<file path="src/rtl/bdl_pkg.sv">
`default_nettype none
package bdl_pkg;

	localparam int SLOT_COUNT_DEF = 16;
	localparam int SLOT_W         = 4;
	localparam int ENABLE_W       = 16;
	localparam int DEBOUNCE_W     = 8;
	localparam int LONGPRESS_W    = 12;
	localparam int DWELL_W        = 14;
	localparam int CFG_INDEX_W    = 2;
	localparam int CFG_DATA_W     = 16;

	localparam logic [CFG_INDEX_W-1:0] REG_SLOT_ENABLE = 2'd0;
	localparam logic [CFG_INDEX_W-1:0] REG_DEB_LIMIT   = 2'd1;
	localparam logic [CFG_INDEX_W-1:0] REG_LONG_LIMIT  = 2'd2;

	localparam logic [DEBOUNCE_W-1:0]  DEBOUNCE_RESET  = 8'd3;
	localparam logic [LONGPRESS_W-1:0] LONGPRESS_RESET = 12'd100;

	typedef enum logic [1:0] {
		EV_PRESS   = 2'd0,
		EV_RELEASE = 2'd1,
		EV_LONG    = 2'd2
	} bdl_event_t;

	typedef struct packed {
		logic [ENABLE_W-1:0]    slot_enable;
		logic [DEBOUNCE_W-1:0]  deb_limit;
		logic [LONGPRESS_W-1:0] long_limit;
	} bdl_cfg_t;

	typedef struct packed {
		logic       emit;
		bdl_event_t kind;
	} bdl_evt_t;

endpackage
`default_nettype wire

</file>
<file path="src/rtl/bdl_cfg.sv">
`default_nettype none
module bdl_cfg
	import bdl_pkg::*;
(
	input  wire logic                   clk,
	input  wire logic                   arst_n,
	input  wire logic                   cfg_we,
	input  wire logic [CFG_INDEX_W-1:0] cfg_index,
	input  wire logic [CFG_DATA_W-1:0]  cfg_data,
	output bdl_cfg_t                    cfg,
	output logic [ENABLE_W-1:0]         slot_clear
);

	bdl_cfg_t cfg_q;

	assign cfg = cfg_q;

	// slots turning from disabled to enabled restart
	assign slot_clear = (cfg_we && cfg_index == REG_SLOT_ENABLE) ?
		(cfg_data[ENABLE_W-1:0] & ~cfg_q.slot_enable) : '0;

	always_ff @(posedge clk or negedge arst_n) begin
		if (!arst_n) begin
			cfg_q.slot_enable <= '0;
			cfg_q.deb_limit   <= DEBOUNCE_RESET;
			cfg_q.long_limit  <= LONGPRESS_RESET;
		end else if (cfg_we) begin
			unique case (cfg_index)
				REG_SLOT_ENABLE: cfg_q.slot_enable <= cfg_data[ENABLE_W-1:0];
				REG_DEB_LIMIT:   cfg_q.deb_limit   <= cfg_data[DEBOUNCE_W-1:0];
				REG_LONG_LIMIT:  cfg_q.long_limit  <= cfg_data[LONGPRESS_W-1:0];
				default: ;
			endcase
		end
	end

endmodule
`default_nettype wire

</file>
<file path="src/rtl/bdl_slots.sv">
`default_nettype none
module bdl_slots
	import bdl_pkg::*;
#(
	parameter int SLOT_COUNT = SLOT_COUNT_DEF
) (
	input  wire logic              clk,
	input  wire logic              arst_n,
	input  wire bdl_cfg_t          cfg,
	input  wire logic [ENABLE_W-1:0] slot_clear,
	input  wire logic              advance,
	input  wire logic [SLOT_W-1:0] slot,
	input  wire logic              level,
	output bdl_evt_t               evt
);

	localparam int DEPTH = (SLOT_COUNT < (1 << SLOT_W)) ? SLOT_COUNT : (1 << SLOT_W);
	localparam int IW    = (DEPTH > 1) ? $clog2(DEPTH) : 1;

	logic                      stable_q [DEPTH];
	logic signed [DWELL_W-1:0] dwell_q  [DEPTH];

	logic                      in_range;
	logic                      active;
	logic [IW-1:0]             idx;
	logic                      st;
	logic signed [DWELL_W-1:0] d;
	logic signed [DWELL_W-1:0] dp;
	logic signed [DWELL_W-1:0] dn;
	logic signed [DWELL_W-1:0] deb;
	logic signed [DWELL_W-1:0] lp_neg;
	logic                      new_st;
	logic signed [DWELL_W-1:0] new_d;

	assign in_range = 32'(slot) < SLOT_COUNT;
	assign active   = in_range && cfg.slot_enable[slot];
	assign idx      = in_range ? slot[IW-1:0] : '0;
	assign st       = stable_q[idx];
	assign d        = dwell_q[idx];
	assign deb      = $signed({{(DWELL_W-DEBOUNCE_W){1'b0}}, cfg.deb_limit});
	assign lp_neg   = -$signed({{(DWELL_W-LONGPRESS_W){1'b0}}, cfg.long_limit});
	assign dp       = (d < 0) ? '0 : d;
	assign dn       = (d > 0) ? '0 : d;

	always_comb begin
		evt.emit = 1'b0;
		evt.kind = EV_PRESS;
		new_st   = st;
		new_d    = '0;
		if (level != st) begin
			if (dp > deb) begin
				evt.emit = active;
				evt.kind = level ? EV_RELEASE : EV_PRESS;
				new_st   = level;
			end else begin
				new_d = dp + DWELL_W'(1);
			end
		end else if (!st) begin
			if (dn < lp_neg) begin
				evt.emit = active;
				evt.kind = EV_LONG;
			end else begin
				new_d = dn - DWELL_W'(1);
			end
		end
	end

	always_ff @(posedge clk or negedge arst_n) begin
		if (!arst_n) begin
			for (int i = 0; i < DEPTH; i++) begin
				stable_q[i] <= 1'b1;
				dwell_q[i]  <= '0;
			end
		end else begin
			for (int i = 0; i < DEPTH; i++) begin
				if (slot_clear[i]) begin
					stable_q[i] <= 1'b1;
					dwell_q[i]  <= '0;
				end else if (advance && active && idx == IW'(i)) begin
					stable_q[i] <= new_st;
					dwell_q[i]  <= new_d;
				end
			end
		end
	end

endmodule
`default_nettype wire

</file>
<file path="src/rtl/button_debounce_longpress_top.sv">
`default_nettype none
// A word taken into the input register gives its event through the output register on m_tvalid.
// Throughput: one sample per cycle; s_tready drops only while an event waits on m_tready
// and the sample in the input register would give another one.
// Per-slot state is in flip-flops, read and written within the one pass.
// Reset (arst_n, asynchronous): all slots released with zero count, no slot enabled,
// debounce 3, long press 100, both registers empty.
module button_debounce_longpress_top
	import bdl_pkg::*;
#(
	parameter int SLOT_COUNT = SLOT_COUNT_DEF
) (
	input  wire logic                   clk,
	input  wire logic                   arst_n,
	input  wire logic                   cfg_we,
	input  wire logic [CFG_INDEX_W-1:0] cfg_index,
	input  wire logic [CFG_DATA_W-1:0]  cfg_data,
	input  wire logic                   s_tvalid,
	output logic                        s_tready,
	input  wire logic [7:0]             s_tdata,  // slot[3:0], level[4], zero[7:5]
	output logic                        m_tvalid,
	input  wire logic                   m_tready,
	output logic [7:0]                  m_tdata   // button_slot[3:0], event_kind[5:4], zero[7:6]
);

	bdl_cfg_t            cfg;
	logic [ENABLE_W-1:0] slot_clear;
	bdl_evt_t            evt;

	logic              valid_s1;
	logic [SLOT_W-1:0] slot_s1;
	logic              level_s1;
	logic              advance;
	logic              valid_s2;
	logic [SLOT_W-1:0] slot_s2;
	bdl_event_t        kind_s2;

	bdl_cfg u_cfg (
		.clk        (clk),
		.arst_n     (arst_n),
		.cfg_we     (cfg_we),
		.cfg_index  (cfg_index),
		.cfg_data   (cfg_data),
		.cfg        (cfg),
		.slot_clear (slot_clear)
	);

	bdl_slots #(.SLOT_COUNT(SLOT_COUNT)) u_slots (
		.clk        (clk),
		.arst_n     (arst_n),
		.cfg        (cfg),
		.slot_clear (slot_clear),
		.advance    (advance),
		.slot       (slot_s1),
		.level      (level_s1),
		.evt        (evt)
	);

	assign advance  = valid_s1 && (!evt.emit || !valid_s2 || m_tready);
	assign s_tready = !valid_s1 || advance;
	assign m_tvalid = valid_s2;
	assign m_tdata  = {2'b00, kind_s2, slot_s2};

	always_ff @(posedge clk or negedge arst_n) begin
		if (!arst_n) begin
			valid_s1 <= 1'b0;
		end else if (s_tready) begin
			valid_s1 <= s_tvalid;
		end
	end

	always_ff @(posedge clk) begin
		if (s_tready && s_tvalid) begin
			slot_s1  <= s_tdata[3:0];
			level_s1 <= s_tdata[4];
		end
	end

	always_ff @(posedge clk or negedge arst_n) begin
		if (!arst_n) begin
			valid_s2 <= 1'b0;
		end else if (advance && evt.emit) begin
			valid_s2 <= 1'b1;
		end else if (m_tready) begin
			valid_s2 <= 1'b0;
		end
	end

	always_ff @(posedge clk) begin
		if (advance && evt.emit) begin
			slot_s2 <= slot_s1;
			kind_s2 <= evt.kind;
		end
	end

	a_stall_cause: assert property (@(posedge clk) disable iff (!arst_n)
		!s_tready |-> (valid_s1 && evt.emit && valid_s2 && !m_tready))
		else $error("input stalled without a pending event");

	a_emit_enabled: assert property (@(posedge clk) disable iff (!arst_n)
		(valid_s1 && evt.emit) |-> cfg.slot_enable[slot_s1])
		else $error("event from a disabled slot");

	a_kind_legal: assert property (@(posedge clk) disable iff (!arst_n)
		m_tvalid |-> (kind_s2 == EV_PRESS || kind_s2 == EV_RELEASE || kind_s2 == EV_LONG))
		else $error("illegal event kind");

	a_load_on_advance: assert property (@(posedge clk) disable iff (!arst_n)
		(advance && evt.emit) |=> (m_tvalid && m_tdata[3:0] == $past(slot_s1)))
		else $error("event not captured");

endmodule
`default_nettype wire

</file>
<file path="config.mk">
export PLATFORM = sky130hd
export DESIGN_NAME = button_debounce_longpress_top
export DESIGN_NICKNAME = d
export VERILOG_FILES = /design/src/rtl/bdl_pkg.sv /design/src/rtl/bdl_cfg.sv /design/src/rtl/bdl_slots.sv /design/src/rtl/button_debounce_longpress_top.sv
export SDC_FILE = /design/constraint.sdc
export NUM_CORES = 1
export LEC_CHECK = 0
export ABC_AREA = 1
export BUFFER_PORTS_ARGS = -buffer_cell sky130_fd_sc_hd__buf_2
export CAP_MARGIN = 20
export CORE_MARGIN = 2
export CORE_UTILIZATION = 50
export DETAILED_ROUTE_END_ITERATION = 8
export PLACE_DENSITY = 0.66
export SKIP_CTS_REPAIR_TIMING = 1
export SLEW_MARGIN = 20
export SYNTH_ARGS = -nofsm -noshare
export SYNTH_HDL_FRONTEND = slang
export SYNTH_SLANG_ARGS = --single-unit
</file>
<file path="constraint.sdc">
create_clock -name clk -period 12.55 [get_ports clk]
set_input_delay 2.51 -clock clk [delete_from_list [all_inputs] [get_ports clk]]
set_output_delay 2.51 -clock clk [all_outputs]
set_load 0.02 [all_outputs]
</file>
## After elaboration in Yosys (flattened, before gate mapping)

Cells that the tools add are included.

- $lt $le $gt $ge: 6
- Div/mod/pow operators: 0
- Reduce and logical (&&, ||, !) cells: 49
- Eq/ne operators: 18
- Shift operators: 0
- Add/subtract/negate cells: 3
- Mux-type cells: 88
- $mul: 0
- Bitwise logic cells: 3

Operators with widths:

| cell | count |
|---|---|
| 14-bit two-way mux | 40 |
| 14-bit binary-select mux with 4-bit select | 1 |
| 1-bit two-way mux | 40 |
| 2-bit nonzero test | 17 |
| 4-bit equality test (second input constant) | 8 |
| 1-bit logical AND | 21 |
| 16-bit AND | 1 |
| 4-bit by 3-bit equality test with 1-bit output (second input constant) | 4 |
| 16-bit two-way mux | 1 |
| 16-bit inverter | 1 |
| 14-bit by 2-bit adder with 14-bit output (second input constant) | 1 |
| 14-bit by 1-bit greater-than comparator with 1-bit output (second input constant) | 1 |
| 14-bit by 9-bit greater-than comparator with 1-bit output | 1 |
| 14-bit by 1-bit less-than comparator with 1-bit output (second input constant) | 1 |
| 14-bit less-than comparator | 1 |
| 12-bit negation with 14-bit output | 1 |
| 14-bit by 2-bit subtractor with 14-bit output (second input constant) | 1 |
| 3-bit two-way mux | 4 |
| 1-bit binary-select mux with 4-bit select | 2 |
| 4-bit by 2-bit equality test with 1-bit output (second input constant) | 2 |
| 2-bit AND reduction | 3 |
| 5-bit >= comparator (second input constant) | 1 |
| 4-bit by 5-bit less-than comparator with 1-bit output (second input constant) | 1 |
| 4-bit inverter with 5-bit output | 1 |
| 8 further kinds | 12 |

- ROM bits: 0
- Flip-flop bits (word level): 289
- Memories kept: 0
- Latch bits: 0
- Logic and storage cells: 208
- Bits in writable memories: 0
- Bits of input ports: 31
- Output and inout bits: 10

## Longest topological paths before layout

Gate-level depths: netlist of run 1.

- Word-level depth: 18
- Depth in mapped cells: 34

## Modules after synthesis

Synthesis of run 1 repeated with hierarchy kept, for this count alone.

- Cells, all modules: 2187
- Area total of the unflattened synthesis: 15536.2 µm²

Modules (own cells, without submodules):

| module | instances | area each (µm²) | seq. area each (µm²) | cells each |
|---|---|---|---|---|
| bdl_slots | 1 | 13482.9 | 6025.8 | 1982 |
| bdl_cfg | 1 | 1596.5 | 907.1 | 177 |
| button_debounce_longpress_top | 1 | 456.7 | 380.4 | 28 |

## Worst setup path before layout of run 1

Ideal clock, no wire load.

- Path type: register to output
- From: register slot_s1[1]
- To: output port s_tready
- Path buffers: 3
- Setup slack: 6761 ps
- Stages on the path, launching flop included: 24
- Arrival time: 3279 ps
- Data required time: 10040 ps
- Cells stage by stage: edfxtp_1 buf_4 nand2_4 inv_2 buf_2 a22oi_1 nand3_1 nand2_1 nand2_1 nor2_2 inv_2 buf_2 nor2_1 ha_1 a21oi_1 o221ai_1 a21oi_1 nor2_1 o21a_1 o32ai_1 o21ai_0 nand3_1 nand2_2 nand3_1

- Word-level cells in the longest chain between the ends: 15
- Elaborated cells between the ends (all ways): 25
- Classes of those cells: order compare (4); eq/ne (1); mux (14); bitwise (1); reduce/logical (5)

Ends and longest elaborated chain:

| item | RTL line | RTL |
|---|---|---|
| start: declaration | button_debounce_longpress_top.sv:31 | `logic [SLOT_W-1:0] slot_s1;` |
| start signal: assignment | button_debounce_longpress_top.sv:74 | `slot_s1 <= s_tdata[3:0];` |
| 4-bit inverter with 5-bit output (not written as such) | bdl_slots.sv:38, bdl_slots.sv:39 |  |
| 14-bit binary-select mux with 4-bit select | bdl_slots.sv:39 | `assign d = dwell_q[idx];` |
| 14-bit two-way mux (not written as such) (2 in a row) | bdl_slots.sv:39 |  |
| 14-bit by 1-bit greater-than comparator with 1-bit output | bdl_slots.sv:43 | `assign dn = (d > 0) ? '0 : d;` |
| 14-bit two-way mux | bdl_slots.sv:43 |  |
| 14-bit less-than comparator | bdl_slots.sv:59 | `if (dn < lp_neg) begin` |
| 3-bit two-way mux | bdl_slots.sv:59 |  |
| 3-bit two-way mux | bdl_slots.sv:58 | `end else if (!st) begin` |
| 3-bit two-way mux (*) | bdl_slots.sv:50 | `if (level != st) begin` |
| 1-bit logical NOT (*) | button_debounce_longpress_top.sv:59 | `assign advance = valid_s1 && (!evt.emit \|\| !valid_s2 \|\| m_tready);` |
| 1-bit logical OR (*) (2 in a row) | button_debounce_longpress_top.sv:59 |  |
| 1-bit logical AND (*) | button_debounce_longpress_top.sv:59 |  |
| 1-bit logical OR (*) | button_debounce_longpress_top.sv:60 | `assign s_tready = !valid_s1 \|\| advance;` |
| end: declaration | button_debounce_longpress_top.sv:19 | `output logic s_tready,` |

Mark *: on every way between the ends. The rest lies on a longest branch, timed or not. The select of a mux whose other input is x is not followed.

## Worst setup path after layout of run 1

- From: register slot_s1[0]
- To: output port s_tready

Same word-level chain as after synthesis.

==> flow_summary.html, run 1 <==
<table>
<tr><th>Metric</th><th>Value</th></tr>
<tr><th colspan="2">Power</th></tr>
<tr><td>Pwr Density</td><td>248 mW/mm²</td></tr>
<tr><td>Total power</td><td>~4.5 mW</td></tr>
<tr><td>Worst ir drop on vdd</td><td>about 0.00017 V</td></tr>
<tr><td>Static Leakage</td><td>around 9.5 nW</td></tr>
<tr><th colspan="2">CTS</th></tr>
<tr><td>CTS root buf</td><td>clkbuf_16</td></tr>
<tr><td>Maximum number of buffers from clock root to sink</td><td>3</td></tr>
<tr><td>Clock transition at the registers of the reported paths</td><td>0.06 ns</td></tr>
<tr><td>CTS sink count</td><td>289</td></tr>
<tr><td>TritonCTS clock tree</td><td>done</td></tr>
<tr><td>H-tree lvl count</td><td>2</td></tr>
<tr><td>Later-pin clock latency in the skew report</td><td>roughly 0.54 ns</td></tr>
<tr><td>TritonCTS Buffers</td><td>34</td></tr>
<tr><th colspan="2">Logic synthesis</th></tr>
<tr><td>Synth warn</td><td>0</td></tr>
<tr><td>Cell count after synthesis</td><td>between 2000 and 2500</td></tr>
<tr><td>Syn Area/Cell</td><td>7.57 µm²</td></tr>
<tr><td>Most area-consuming cells after synthesis</td><td>dfrtp_1 39%, nand2_1 18%, nand3_1 10%</td></tr>
<tr><td>Predominant post-synthesis flop cell</td><td>dfrtp_1</td></tr>
<tr><td>Cell accounting for the most synthesized area</td><td>dfrtp_1</td></tr>
<tr><td>Register area share after synthesis</td><td>44.2%</td></tr>
<tr><td>Register bit count reported by yosys</td><td>a little under 300</td></tr>
<tr><td>Post-synthesis async set-or-reset flop share</td><td>a little over nine tenths</td></tr>
<tr><td>Number of distinct standard cells referenced by the synthesized netlist</td><td>between 40 and 50</td></tr>
<tr><td>Post-synth design cell area</td><td>0.0166 mm²</td></tr>
<tr><td>Count of flip-flops with a built-in enable after synthesis</td><td>11</td></tr>
<tr><td>Yosys top cell area share</td><td>38.8%</td></tr>
<tr><th colspan="2">Route</th></tr>
<tr><td>Number of detailed-route iterations in the first pass</td><td>6</td></tr>
<tr><td>Detailed Route WL</td><td>54700 µm</td></tr>
<tr><td>Detailed Route Iter0 Violations</td><td>around 1900</td></tr>
<tr><td>Antenna-violating nets left</td><td>0</td></tr>
<tr><td>Number of DRC violations after detailed routing</td><td>0</td></tr>
<tr><td>Detailed-route vias per instance</td><td>just over 6</td></tr>
<tr><td>Via count of the routed design</td><td>approximately 16000</td></tr>
<tr><td>Average wire length per cell after detail routing</td><td>approximately 21 µm</td></tr>
<tr><th colspan="2">Floorplan</th></tr>
<tr><td>Count of pins on the block boundary</td><td>between 40 and 50</td></tr>
<tr><td>Area enclosed by the die boundary</td><td>roughly 0.035 mm²</td></tr>
<tr><td>Die span in x</td><td>186 µm</td></tr>
<tr><td>Effective utilization at floorplan</td><td>about 51%</td></tr>
<tr><td>Std-Cell Rows</td><td>66</td></tr>
<tr><td>Vertical extent of the die</td><td>about 190 µm</td></tr>
<tr><td>Total core area</td><td>0.0326 mm²</td></tr>
<tr><th colspan="2">Critical path</th></tr>
<tr><td>CP max-delay cell</td><td>buf_4</td></tr>
<tr><td>Arrival @ worst endpoint</td><td>between 6 and 7 ns</td></tr>
<tr><td>Maximum fanout along the worst path</td><td>78</td></tr>
<tr><td>Setup slack on the worst flop-to-flop path</td><td>5.55 ns</td></tr>
<tr><td>Crit. End Element</td><td>output pin</td></tr>
<tr><td>Critical Path Source Type</td><td>register</td></tr>
<tr><td>Depth of the worst register-to-register path</td><td>24</td></tr>
<tr><td>Crit Reg-Reg Startpoint</td><td>slot_s1[0]</td></tr>
<tr><td>Most used cell, CP</td><td>nand2_1</td></tr>
<tr><td>Maximum cell stage delay along the critical path</td><td>between 0.5 and 0.6 ns</td></tr>
<tr><td>Type of the worst setup path</td><td>reg2out</td></tr>
<tr><td>Worst EP required</td><td>approximately 10 ns</td></tr>
<tr><td>Destination of the worst register-to-register timing path</td><td>u_slots.dwell_q[17]</td></tr>
<tr><td>End of the critical path</td><td>s_tready</td></tr>
<tr><td>Launching element of the worst setup path</td><td>slot_s1[0]</td></tr>
<tr><th colspan="2">Timing</th></tr>
<tr><td>Share of the cycle needed by the critical path after routing</td><td>roughly two thirds</td></tr>
<tr><td>Endpoints failing hold</td><td>0</td></tr>
<tr><td>Slew at the pin with the worst max-slew slack</td><td>1.18 ns</td></tr>
<tr><td>Number of setup violations in the final report</td><td>0</td></tr>
<tr><td>Fmax</td><td>116 MHz</td></tr>
<tr><td>Unrepaired setup endpoints after global routing</td><td>false</td></tr>
<tr><td>Hold Slack</td><td>between 0.4 and 0.5 ns</td></tr>
<tr><td>Final setup TNS</td><td>0 ns</td></tr>
<tr><td>Number of pins with negative max-slew slack in the final report</td><td>0</td></tr>
<tr><td>Remaining max-slew budget at the tightest pin</td><td>between 20% and 30%</td></tr>
<tr><td>Final clock skew</td><td>~0.021 ns</td></tr>
<tr><td>Post-layout minimum cycle time</td><td>about 8.6 ns</td></tr>
<tr><th colspan="2">Global route</th></tr>
<tr><td>Initial antenna violation count</td><td>0</td></tr>
<tr><td>Total congestion overflow after global routing</td><td>0</td></tr>
<tr><td>Number of global-route vias before repair</td><td>between 10000 and 15000</td></tr>
<tr><td>Global-route wire length before repair</td><td>between 80000 and 90000 µm</td></tr>
<tr><td>Maximum number of pins on one net before global-route repair</td><td>around 230</td></tr>
<tr><td>Gr usage total</td><td>between 30% and 40%</td></tr>
<tr><th colspan="2">Place</th></tr>
<tr><td>Placer congestion estimate</td><td>slightly above 0.9</td></tr>
<tr><td>Estimated wirelength of the detail-placed design</td><td>approximately 32000 µm</td></tr>
<tr><td>Number of port buffers</td><td>35</td></tr>
<tr><th colspan="2">Final layout</th></tr>
<tr><td>Share of post-route cells with drive strength above 1</td><td>about 9%</td></tr>
<tr><td>Total number of nets in the final design</td><td>2176</td></tr>
<tr><td>Synthesis-to-layout area growth</td><td>8.24%</td></tr>
<tr><td>Antenna cells</td><td>0</td></tr>
<tr><th colspan="2">Min path</th></tr>
<tr><td>Hold Crit Class</td><td>reg2reg</td></tr>
<tr><th colspan="2">Run status</th></tr>
<tr><td>Run status</td><td>finished clean</td></tr>
<tr><th colspan="2">Run</th></tr>
<tr><td>Maxcap violations</td><td>0</td></tr>
</table>
==> worst min path at each step <==
stage	slack, ns	cells past startpoint	from	endpoint
CTS	0.47	0	slot_s1[0]	slot_s2[0]
global route	0.48	0	slot_s1[0]	slot_s2[0]
finish	0.46	0	slot_s1[0]	slot_s2[0]
floorplan	0.43	0	slot_s1[1]	slot_s2[1]
global placement	0.44	0	slot_s1[0]	slot_s2[0]
detailed placement	0.46	0	slot_s1[0]	slot_s2[0]
==> state kept, by name, indices dropped and copies added, names as in the netlist <==
register,cells
u_slots.dwell_q,224
u_cfg.cfg,36
u_slots.stable_q,16
slot_s1,4
slot_s2,4
kind_s2,2
level_s1,1
m_tvalid,1
valid_s1,1
==> metal layers <==
layer | share of wire (%) | track usage (%) | vias up
met5 | 0 | 0 | -
met4 | 4.2 | 14.0 | 0
met3 | 9.7 | 7.40 | 151
met2 | 45 | 49.1 | 771
met1 | 41 | 44.5 | 7578
li1 | - | - | 7254
==> stage by stage <==
stage / worst slack [ns] / area, µm² / utilization, % / std cells
2_1_floorplan: 6.76 / 16600 / - / 2188
3_3_place_gp: 4.57 / 16700 / 51.2 / 2525
3_5_place_dp: 4.55 / 16700 / 51.2 / 2525
4_1_cts: 3.97 / 17900 / 54.9 / 2587
5_1_grt: 3.55 / 17900 / 55.0 / 2588
6_report: 3.94 / 17900 / 55.0 / 2588
==> Yosys cell counts (10+ instances only) <==
master / n
buf_4: 28
ha_1: 25
dfstp_2: 21
edfxtp_1: 11
nor2_1: 68
inv_1: 86
nand2_1: 809
nand4_1: 244
a21oi_1: 14
buf_1: 10
buf_2: 58
xor2_1: 17
a22oi_1: 10
o21ai_0: 43
dfrtp_1: 257
clkbuf_1: 63
nand3_1: 336
nand4_4: 10
==> critical path: cells and delay by family (launching register included) <==
kind,cells,cell delay [ns]
compound gates,2,0.34
fa+ha+maj,1,0.33
buf+inv,5,1.89
flops,1,0.35
simple gates,18,2.61
==> layout make-up <==
type | instances | area [µm²]
Clock buffer | 54 | 1080
Timing Repair Buffer | 64 | 432
Inverter | 92 | 350
Clock inverter | 8 | 97.6
Fill cell | 3156 | 14700
Sequential cell | 289 | 7310
Multi-Input combinational cell | 1639 | 8100
Tap cell | 442 | 553
==> placed cells by master (no fill, tap or decap), drive strengths merged, types with 14 or more instances in the layout <==
cell type and n:
a21oi 14, buf 64, clkbuf 54, dfrtp 257, dfstp 21, ha 25, inv 92, nand2 815
nand3 336, nand4 254, nor2 79, o21ai 46, xor2 17
==> cells by family (layout without fill, tap and decap cells) <==
logic type,Yosys count,after routing,synth area share (%)
muxes,1,1,0.0680
and+or+nand+nor,1500,1500,42.0
xor gates and xnor gates,21,21,1.11
adders and majority gates,25,25,1.89
AOI/OAI and AO/OA,90,90,3.33
buffers and inverters,260,218,7.40
other,1,2,0.0226
DFF,289,289,44.2
==> power by group <==
part / total (mW) / internal (mW) / switching, mW / leakage [nW]
combinational: 1.89 / 0.495 / 1.40 / 5.12
sequential: 1.51 / 1.32 / 0.197 / 3.77
clock: 1.05 / 0.634 / 0.413 / 0.570
Note: power is estimated with default switching activity, not from simulation.
==> run 2, diff against run 1 <==
- PLACE_DENSITY: 0.66 -> 0.69
- clock period: 12.55 -> 7.3 ns (I/O delays scaled with it)
==> run 2 against run 1 <==
Compared with the run above:
- via count rose by 1.5%
- final cell count rose by 0.66%
- register-to-register slack worse by 4.6 ns
- clock-buffer cell count decreased by 7
- combinational power rose by 76%
- die area did not move
- clock power increased by 82%
- largest cell class unchanged
==> flow_summary.html, run 2 (same netlist as run 1, synthesis figures left out) <==
<table>
<tr><th>Metric</th><th>Value</th></tr>
<tr><th colspan="2">Critical path</th></tr>
<tr><td>Most used cell, CP</td><td>nand3_1</td></tr>
<tr><td>Cell family contributing the most delay on the critical path</td><td>compound AO/OA/AOI/OAI gates</td></tr>
<tr><td>Worst path buffer plus inverter count</td><td>3 (-2)</td></tr>
<tr><td>Cell chain of the critical path</td><td>nand2_4, inv_2, a22oi_1, nand3_1, nand2_1, nand2_1, nor2_2, inv_2, nor2_1, ha_1, a21oi_1, o221ai_1, a21oi_1, nor2_1, o21a_1, o32ai_1, o21ai_0, nand3_1, nand2_2, nand3_1, buf_2</td></tr>
<tr><td>Type of the worst setup path</td><td>reg2out</td></tr>
<tr><td>Worst EP required</td><td>5.84 ns (-4.20 ns)</td></tr>
<tr><td>Arrival @ worst endpoint</td><td>5.48 ns (-0.62 ns)</td></tr>
<tr><td>Maximum cell stage delay along the critical path</td><td>0.84 ns (+0.25 ns)</td></tr>
<tr><td>Critical Path Source Type</td><td>register</td></tr>
<tr><td>CP max-delay cell</td><td>inv_2</td></tr>
<tr><td>Launching element of the worst setup path</td><td>slot_s1[0]</td></tr>
<tr><td>Maximum fanout along the worst path</td><td>44 (-44%)</td></tr>
<tr><td>Crit. End Element</td><td>output pin</td></tr>
<tr><td>Depth of the worst register-to-register path</td><td>23 (-4.2%)</td></tr>
<tr><td>Setup slack on the worst flop-to-flop path</td><td>0.99 ns (-4.56 ns)</td></tr>
<tr><td>Destination of the worst register-to-register timing path</td><td>u_slots.dwell_q[59]</td></tr>
<tr><td>Crit Reg-Reg Startpoint</td><td>slot_s1[0]</td></tr>
<tr><th colspan="2">Power</th></tr>
<tr><td>Relative contribution of the clock network to total power</td><td>24.3% (+0.8 points)</td></tr>
<tr><td>Net switching power figure</td><td>3.47 mW (+73%)</td></tr>
<tr><td>Static Leakage</td><td>9.60 nW (+1.5%)</td></tr>
<tr><td>Total power</td><td>7.84 mW (+76%)</td></tr>
<tr><td>Switching fraction of total power</td><td>44.3% (-0.81 points)</td></tr>
<tr><td>Sequential cell fraction of total power</td><td>33.2% (-0.7 points)</td></tr>
<tr><td>Proportion of power drawn by combinational gates</td><td>42.5% (about the same)</td></tr>
<tr><td>P_int</td><td>4.36 mW (+79%)</td></tr>
<tr><td>Worst ir drop on vdd</td><td>0.000379 V (+120%)</td></tr>
<tr><td>Pwr Density</td><td>432 mW/mm² (+74%)</td></tr>
<tr><th colspan="2">CTS</th></tr>
<tr><td>TritonCTS Buffers</td><td>35 (+2.9%)</td></tr>
<tr><td>CTS root buf</td><td>clkbuf_16</td></tr>
<tr><td>TritonCTS clock tree</td><td>done</td></tr>
<tr><td>Later-pin clock latency in the skew report</td><td>0.53 ns (about the same)</td></tr>
<tr><td>CTS sink count</td><td>289 (unchanged)</td></tr>
<tr><td>H-tree lvl count</td><td>2 (unchanged)</td></tr>
<tr><td>Maximum number of buffers from clock root to sink</td><td>3 (unchanged)</td></tr>
<tr><td>Clock transition at the registers of the reported paths</td><td>0.06 ns (about the same)</td></tr>
<tr><th colspan="2">Global route</th></tr>
<tr><td>Number of global-route vias before repair</td><td>15100 (+2.0%)</td></tr>
<tr><td>Total congestion overflow after global routing</td><td>0 (unchanged)</td></tr>
<tr><td>Initial antenna violation count</td><td>0 (unchanged)</td></tr>
<tr><td>Fraction of met3 tracks used by global routing</td><td>6.89% (-0.51 points)</td></tr>
<tr><td>Maximum number of pins on one net before global-route repair</td><td>176 (-22%)</td></tr>
<tr><td>Met2 layer usage reported by global route</td><td>48.4% (-0.65 points)</td></tr>
<tr><td>Global-route wire length before repair</td><td>85600 µm (about the same)</td></tr>
<tr><td>Gr usage total</td><td>32.0% (-0.32 points)</td></tr>
<tr><td>Grt peak-use layer</td><td>met2</td></tr>
<tr><td>GR Layer Usage met1</td><td>44.3% (-0.18 points)</td></tr>
<tr><th colspan="2">Route</th></tr>
<tr><td>Antenna-violating nets left</td><td>0 (unchanged)</td></tr>
<tr><td>Average wire length per cell after detail routing</td><td>20.9 µm (-0.95%)</td></tr>
<tr><td>Number of DRC violations after detailed routing</td><td>0 (unchanged)</td></tr>
<tr><td>Number of detailed-route iterations in the first pass</td><td>7 (+1)</td></tr>
<tr><td>Detailed Route WL</td><td>54500 µm (-0.30%)</td></tr>
<tr><td>Detailed Route Iter0 Violations</td><td>2030 (+7.0%)</td></tr>
<tr><td>Via count of the routed design</td><td>16000 (+1.5%)</td></tr>
<tr><td>Detailed-route vias per instance</td><td>6.14 (+0.89%)</td></tr>
<tr><th colspan="2">Final layout</th></tr>
<tr><td>Finished Layout Cells</td><td>2605 (+0.66%)</td></tr>
<tr><td>Utilization after layout</td><td>55.6% (+0.61 points)</td></tr>
<tr><td>Leading cell types in the layout, fill and taps excluded</td><td>809 x nand2_1, 336 x nand3_1, 257 x dfrtp_1, 244 x nand4_1, 86 x inv_1</td></tr>
<tr><td>Register bank with the most flops</td><td>u_slots.dwell_q</td></tr>
<tr><td>Most common cell after layout, fill and taps aside</td><td>nand2_1</td></tr>
<tr><td>Antenna cells</td><td>0 (unchanged)</td></tr>
<tr><td>Synthesis-to-layout area growth</td><td>9.43%</td></tr>
<tr><td>Total number of nets in the final design</td><td>2193 (+0.78%)</td></tr>
<tr><td>Share of post-route cells with drive strength above 1</td><td>9.62% (+0.86 points)</td></tr>
<tr><td>Max reg flops</td><td>224 (unchanged)</td></tr>
<tr><th colspan="2">Place</th></tr>
<tr><td>Setup Slack @ Placement</td><td>1.09 ns (-3.46 ns)</td></tr>
<tr><td>Placer congestion estimate</td><td>0.909 (+0.46%)</td></tr>
<tr><td>Number of port buffers</td><td>35 (unchanged)</td></tr>
<tr><td>Total instance count after detailed placement</td><td>2542 (+0.67%)</td></tr>
<tr><td>Estimated wirelength of the detail-placed design</td><td>33000 µm (+1.8%)</td></tr>
<tr><th colspan="2">Min path</th></tr>
<tr><td>Count of cells along the worst hold path</td><td>2 (+2)</td></tr>
<tr><td>Hold EP</td><td>u_slots.stable_q[9]</td></tr>
<tr><td>Hold Crit Class</td><td>reg2reg</td></tr>
<tr><td>HP Start</td><td>u_slots.stable_q[9]</td></tr>
<tr><th colspan="2">Timing</th></tr>
<tr><td>Final setup TNS</td><td>0 ns (unchanged)</td></tr>
<tr><td>Remaining max-slew budget at the tightest pin</td><td>25.9% (+4.9 points)</td></tr>
<tr><td>Number of setup violations in the final report</td><td>0 (unchanged)</td></tr>
<tr><td>Smallest setup slack after layout</td><td>0.363 ns (-3.57 ns)</td></tr>
<tr><td>Endpoints failing hold</td><td>0 (unchanged)</td></tr>
<tr><td>Final clock skew</td><td>0.0214 ns (+0.000331 ns)</td></tr>
<tr><td>Fmax</td><td>144 MHz</td></tr>
<tr><td>Slew at the pin with the worst max-slew slack</td><td>1.11 ns (-0.0736 ns)</td></tr>
<tr><td>Post-layout minimum cycle time</td><td>6.94 ns</td></tr>
<tr><td>Share of the cycle needed by the critical path after routing</td><td>between 90% and 100%</td></tr>
<tr><td>Unrepaired setup endpoints after global routing</td><td>false</td></tr>
<tr><td>Number of pins with negative max-slew slack in the final report</td><td>0 (unchanged)</td></tr>
<tr><th colspan="2">Floorplan</th></tr>
<tr><td>Die span in x</td><td>186 µm (unchanged)</td></tr>
<tr><td>Effective utilization at floorplan</td><td>50.8% (unchanged)</td></tr>
<tr><td>Total core area</td><td>0.0326 mm² (unchanged)</td></tr>
<tr><td>Count of pins on the block boundary</td><td>41 (unchanged)</td></tr>
<tr><td>Area enclosed by the die boundary</td><td>0.0346 mm² (unchanged)</td></tr>
<tr><td>Std-Cell Rows</td><td>66 (unchanged)</td></tr>
<tr><td>Vertical extent of the die</td><td>186 µm (unchanged)</td></tr>
<tr><th colspan="2">Run</th></tr>
<tr><td>Maxcap violations</td><td>0 (unchanged)</td></tr>
<tr><th colspan="2">Run status</th></tr>
<tr><td>Run status</td><td>finished clean</td></tr>
</table>
## run 2: final cells by class
cell class | count | area, µm²
clock buffer | 47 | 1030
tap | 442 | 553
timing repair buffer | 80 | 577
multi-input combinational | 1639 | 8070
fill | 3047 | 14500
inverter | 92 | 350
clock inverter | 16 | 230
sequential | 289 | 7310
## run 2: metal layers
layer	vias to the layer above	wire length [µm]
li1	7309	-
met1	7680	22400
met2	855	24200
met3	154	5520
met4	0	2520
met5	-	0
## run 2: tightest hold or removal path: stages (launching register included)
cell,delay (ns)
dfstp_2,0.37
nand3_1,0.07
nand2_1,0.05
## run 2: how the worst max path moves through the flow
| stage | cells past startpoint | endpoint | slack [ns] |
|---|---|---|---|
| 5_1_grt | 21 | s_tready | 0.10 |
| 3_3_place_gp | 21 | s_tready | 1.15 |
| 2_1_floorplan | 23 | s_tready | 2.56 |
| 3_5_place_dp | 21 | s_tready | 1.09 |
| 6_report | 21 | s_tready | 0.36 |
| 4_1_cts | 21 | s_tready | 0.53 |
## run 2: power by group through the flow
stage               logic, mW  clock network, mW  registers, mW
floorplan                2.18                  0           2.54
detailed placement       3.23                  0           2.61
global route             3.61               1.98           2.67
finish                   3.33               1.91           2.60
global placement         3.18                  0           2.59
CTS                      3.24               1.92           2.59
## run 2: per-stage QoR
step                hold slack [ns]  instance area (µm²)
finish                        0.488                18100
global route                  0.499                18100
CTS                           0.488                18100
detailed placement            0.474                16900
global placement              0.470                16900
floorplan                     0.428                16600
==> run 3, diff against run 2 <==
- RECOVER_POWER: default -> 100
==> run 3 against run 2 <==
Compared with the run above:
- the flow now finishes with violations (capacitance limit, slew limit)
- setup slack lost 0.037 ns
- sequential share of layout area grew 0.25 points
- fmax down 0.54%
- critical path depth unchanged
- final area fell by 0.63%
- clock-buffer cell count did not move
- sequential power about the same
==> flow_summary.html, run 3 (same netlist as run 1, synthesis figures left out) <==
<table>
<tr><th>Metric</th><th>Value</th></tr>
<tr><th colspan="2">Run status</th></tr>
<tr><td>Run status</td><td>complete, but fails checks</td></tr>
<tr><td>Failing checks</td><td>capacitance limit, slew limit</td></tr>
<tr><th colspan="2">CTS</th></tr>
<tr><td>CTS sink count</td><td>289 (unchanged)</td></tr>
<tr><td>Maximum number of buffers from clock root to sink</td><td>3 (unchanged)</td></tr>
<tr><td>TritonCTS Buffers</td><td>35 (unchanged)</td></tr>
<tr><td>H-tree lvl count</td><td>2 (unchanged)</td></tr>
<tr><td>CTS root buf</td><td>clkbuf_16</td></tr>
<tr><td>Later-pin clock latency in the skew report</td><td>0.52 ns (about the same)</td></tr>
<tr><td>Clock transition at the registers of the reported paths</td><td>0.06 ns (about the same)</td></tr>
<tr><td>TritonCTS clock tree</td><td>done</td></tr>
<tr><th colspan="2">Timing</th></tr>
<tr><td>Fmax</td><td>143 MHz (-0.54%)</td></tr>
<tr><td>Post-layout minimum cycle time</td><td>6.97 ns (+0.0374 ns)</td></tr>
<tr><td>Share of the cycle needed by the critical path after routing</td><td>95.5% (+0.51 points)</td></tr>
<tr><td>Remaining max-slew budget at the tightest pin</td><td>-241% (-270 points)</td></tr>
<tr><td>Unrepaired setup endpoints after global routing</td><td>false</td></tr>
<tr><td>Final clock skew</td><td>0.0214 ns (-0.00000360 ns)</td></tr>
<tr><td>Final setup TNS</td><td>0 ns (unchanged)</td></tr>
<tr><td>Smallest setup slack after layout</td><td>0.325 ns (-0.0374 ns)</td></tr>
<tr><td>Endpoints failing hold</td><td>0 (unchanged)</td></tr>
<tr><td>Slew at the pin with the worst max-slew slack</td><td>5.12 ns (+4.01 ns)</td></tr>
<tr><td>Number of pins with negative max-slew slack in the final report</td><td>154 (+154)</td></tr>
<tr><td>Number of setup violations in the final report</td><td>0 (unchanged)</td></tr>
<tr><th colspan="2">Power</th></tr>
<tr><td>Net switching power figure</td><td>3.46 mW (-0.40%)</td></tr>
<tr><td>Switching fraction of total power</td><td>44.2% (-0.079 points)</td></tr>
<tr><td>P_int</td><td>4.36 mW (about the same)</td></tr>
<tr><td>Worst ir drop on vdd</td><td>0.000380 V (+0.27%)</td></tr>
<tr><td>Sequential cell fraction of total power</td><td>33.3% (about the same)</td></tr>
<tr><td>Proportion of power drawn by combinational gates</td><td>42.3% (-0.2 points)</td></tr>
<tr><td>Static Leakage</td><td>9.55 nW (-0.49%)</td></tr>
<tr><td>Relative contribution of the clock network to total power</td><td>24.4% (about the same)</td></tr>
<tr><td>Pwr Density</td><td>434 mW/mm² (+0.41%)</td></tr>
<tr><th colspan="2">Floorplan</th></tr>
<tr><td>Total core area</td><td>0.0326 mm² (unchanged)</td></tr>
<tr><td>Std-Cell Rows</td><td>66 (unchanged)</td></tr>
<tr><td>Vertical extent of the die</td><td>186 µm (unchanged)</td></tr>
<tr><td>Area enclosed by the die boundary</td><td>0.0346 mm² (unchanged)</td></tr>
<tr><td>Effective utilization at floorplan</td><td>50.8% (unchanged)</td></tr>
<tr><td>Count of pins on the block boundary</td><td>41 (unchanged)</td></tr>
<tr><td>Die span in x</td><td>186 µm (unchanged)</td></tr>
<tr><th colspan="2">Place</th></tr>
<tr><td>Total instance count after detailed placement</td><td>2542 (unchanged)</td></tr>
<tr><td>Number of port buffers</td><td>35 (unchanged)</td></tr>
<tr><td>Post-Place Cell Area</td><td>0.0169 mm² (unchanged)</td></tr>
<tr><td>Setup Slack @ Placement</td><td>1.09 ns (unchanged)</td></tr>
<tr><td>Placer congestion estimate</td><td>0.909 (unchanged)</td></tr>
<tr><td>Estimated wirelength of the detail-placed design</td><td>33000 µm (unchanged)</td></tr>
<tr><th colspan="2">Global route</th></tr>
<tr><td>Maximum number of pins on one net before global-route repair</td><td>176 (unchanged)</td></tr>
<tr><td>Global-route wire length before repair</td><td>85600 µm (unchanged)</td></tr>
<tr><td>Total congestion overflow after global routing</td><td>0 (unchanged)</td></tr>
<tr><td>Number of global-route vias before repair</td><td>15100 (unchanged)</td></tr>
<tr><td>Initial antenna violation count</td><td>0 (unchanged)</td></tr>
<tr><td>Gr usage total</td><td>32.0% (unchanged)</td></tr>
<tr><th colspan="2">Final layout</th></tr>
<tr><td>Most common cell after layout, fill and taps aside</td><td>nand2_1</td></tr>
<tr><td>Leading cell types in the layout, fill and taps excluded</td><td>809 x nand2_1, 336 x nand3_1, 257 x dfrtp_1, 249 x nand4_1, 86 x inv_1</td></tr>
<tr><td>Share of post-route cells with drive strength above 1</td><td>8.74% (-0.88 points)</td></tr>
<tr><td>Total number of nets in the final design</td><td>2193 (unchanged)</td></tr>
<tr><td>Antenna cells</td><td>0 (unchanged)</td></tr>
<tr><td>Utilization after layout</td><td>55.2% (-0.35 points)</td></tr>
<tr><td>Post-layout instance area</td><td>0.0180 mm² (-0.63%)</td></tr>
<tr><td>Finished Layout Cells</td><td>2605 (unchanged)</td></tr>
<tr><td>Register bank with the most flops</td><td>u_slots.dwell_q</td></tr>
<tr><td>Synthesis-to-layout area growth</td><td>8.75%</td></tr>
<tr><td>Max reg flops</td><td>224 (unchanged)</td></tr>
<tr><th colspan="2">Route</th></tr>
<tr><td>Average wire length per cell after detail routing</td><td>20.9 µm (-0.10%)</td></tr>
<tr><td>Detailed-route vias per instance</td><td>6.12 (-0.32%)</td></tr>
<tr><td>Antenna-violating nets left</td><td>0 (unchanged)</td></tr>
<tr><td>Detailed Route WL</td><td>54500 µm (-0.10%)</td></tr>
<tr><td>Number of detailed-route iterations in the first pass</td><td>6 (-1)</td></tr>
<tr><td>Detailed Route Iter0 Violations</td><td>1943 (-4.3%)</td></tr>
<tr><td>Number of DRC violations after detailed routing</td><td>0 (unchanged)</td></tr>
<tr><td>Via count of the routed design</td><td>15900 (-0.32%)</td></tr>
<tr><th colspan="2">Critical path</th></tr>
<tr><td>Arrival @ worst endpoint</td><td>5.51 ns (+0.03 ns)</td></tr>
<tr><td>Worst EP required</td><td>5.84 ns (about the same)</td></tr>
<tr><td>Crit. End Element</td><td>output pin</td></tr>
<tr><td>CP max-delay cell</td><td>inv_2</td></tr>
<tr><td>Type of the worst setup path</td><td>reg2out</td></tr>
<tr><td>Cell chain of the critical path</td><td>nand2_4, inv_2, a22oi_1, nand3_1, nand2_1, nand2_1, nor2_2, inv_2, nor2_1, ha_1, a21oi_1, o221ai_1, a21oi_1, nor2_1, o21a_1, o32ai_1, o21ai_0, nand3_1, nand2_2, nand3_1, clkbuf_1</td></tr>
<tr><td>Maximum cell stage delay along the critical path</td><td>0.84 ns (about the same)</td></tr>
<tr><td>Maximum fanout along the worst path</td><td>44 (unchanged)</td></tr>
<tr><td>Most used cell, CP</td><td>nand3_1</td></tr>
<tr><td>Critical Path Source Type</td><td>register</td></tr>
<tr><th colspan="2">Run</th></tr>
<tr><td>Maxcap violations</td><td>2 (+2)</td></tr>
<tr><th colspan="2">Min path</th></tr>
<tr><td>Hold Crit Class</td><td>reg2reg</td></tr>
</table>
## run 3: cell type report
| cell class | count | area, µm² |
|---|---|---|
| Fill cell | 3066 | 14600 |
| Timing Repair Buffer | 80 | 549 |
| Clock buffer | 47 | 1030 |
| Tap cell | 442 | 553 |
| Clock inverter | 16 | 230 |
| Inverter | 92 | 350 |
| Sequential cell | 289 | 7310 |
| Multi-Input combinational cell | 1639 | 7980 |
## run 3: power groups by stage
| stage | Sequential [mW] | Clock [mW] | Combinational [mW] |
|---|---|---|---|
| global placement | 2.59 | 0 | 3.18 |
| CTS | 2.59 | 1.92 | 3.24 |
| floorplan | 2.54 | 0 | 2.18 |
| detailed placement | 2.61 | 0 | 3.23 |
| finish | 2.60 | 1.91 | 3.31 |
| global route | 2.67 | 1.98 | 3.60 |
## run 3: worst paths after layout
kind	cells after the start	endpoint	slack, ns	start
worst max-delay path	21	s_tready	0.33	slot_s1[0]
worst min-delay path	2	u_slots.stable_q[15]	0.49	u_slots.stable_q[15]
worst max register to register	23	u_slots.dwell_q[90]	0.72	slot_s1[0]
worst min register to register	2	u_slots.stable_q[15]	0.49	u_slots.stable_q[15]
max in group asynchronous	1	u_slots.dwell_q[196]	1.39	arst_n
min in group asynchronous	1	u_slots.dwell_q[90]	3.04	arst_n
## run 3: through the flow
| step | hold WS, ns | power (mW) |
|---|---|---|
| 3_5_place_dp | 0.474 | 5.85 |
| 3_3_place_gp | 0.470 | 5.77 |
| 6_report | 0.487 | 7.82 |
| 2_1_floorplan | 0.428 | 4.72 |
| 4_1_cts | 0.488 | 7.75 |
| 5_1_grt | 0.499 | 8.25 |
## run 3: per-layer routing
metal,up-vias,track usage [%],wire length [µm]
li1,7291,-,-
met1,7687,44.3,22500
met2,819,48.4,24200
met3,150,6.89,5310
met4,0,14.3,2490
met5,-,0,0
## run 3: critical path: cells and delay by family, from the launching register on
| kind | cells | cell delay [ns] |
|---|---|---|
| AOI/OAI and AO/OA | 7 | 1.40 |
| and+or+nand+nor | 10 | 1.29 |
| buffers and inverters | 3 | 1.28 |
| DFF | 1 | 0.65 |
| adders and majority gates | 1 | 0.35 |
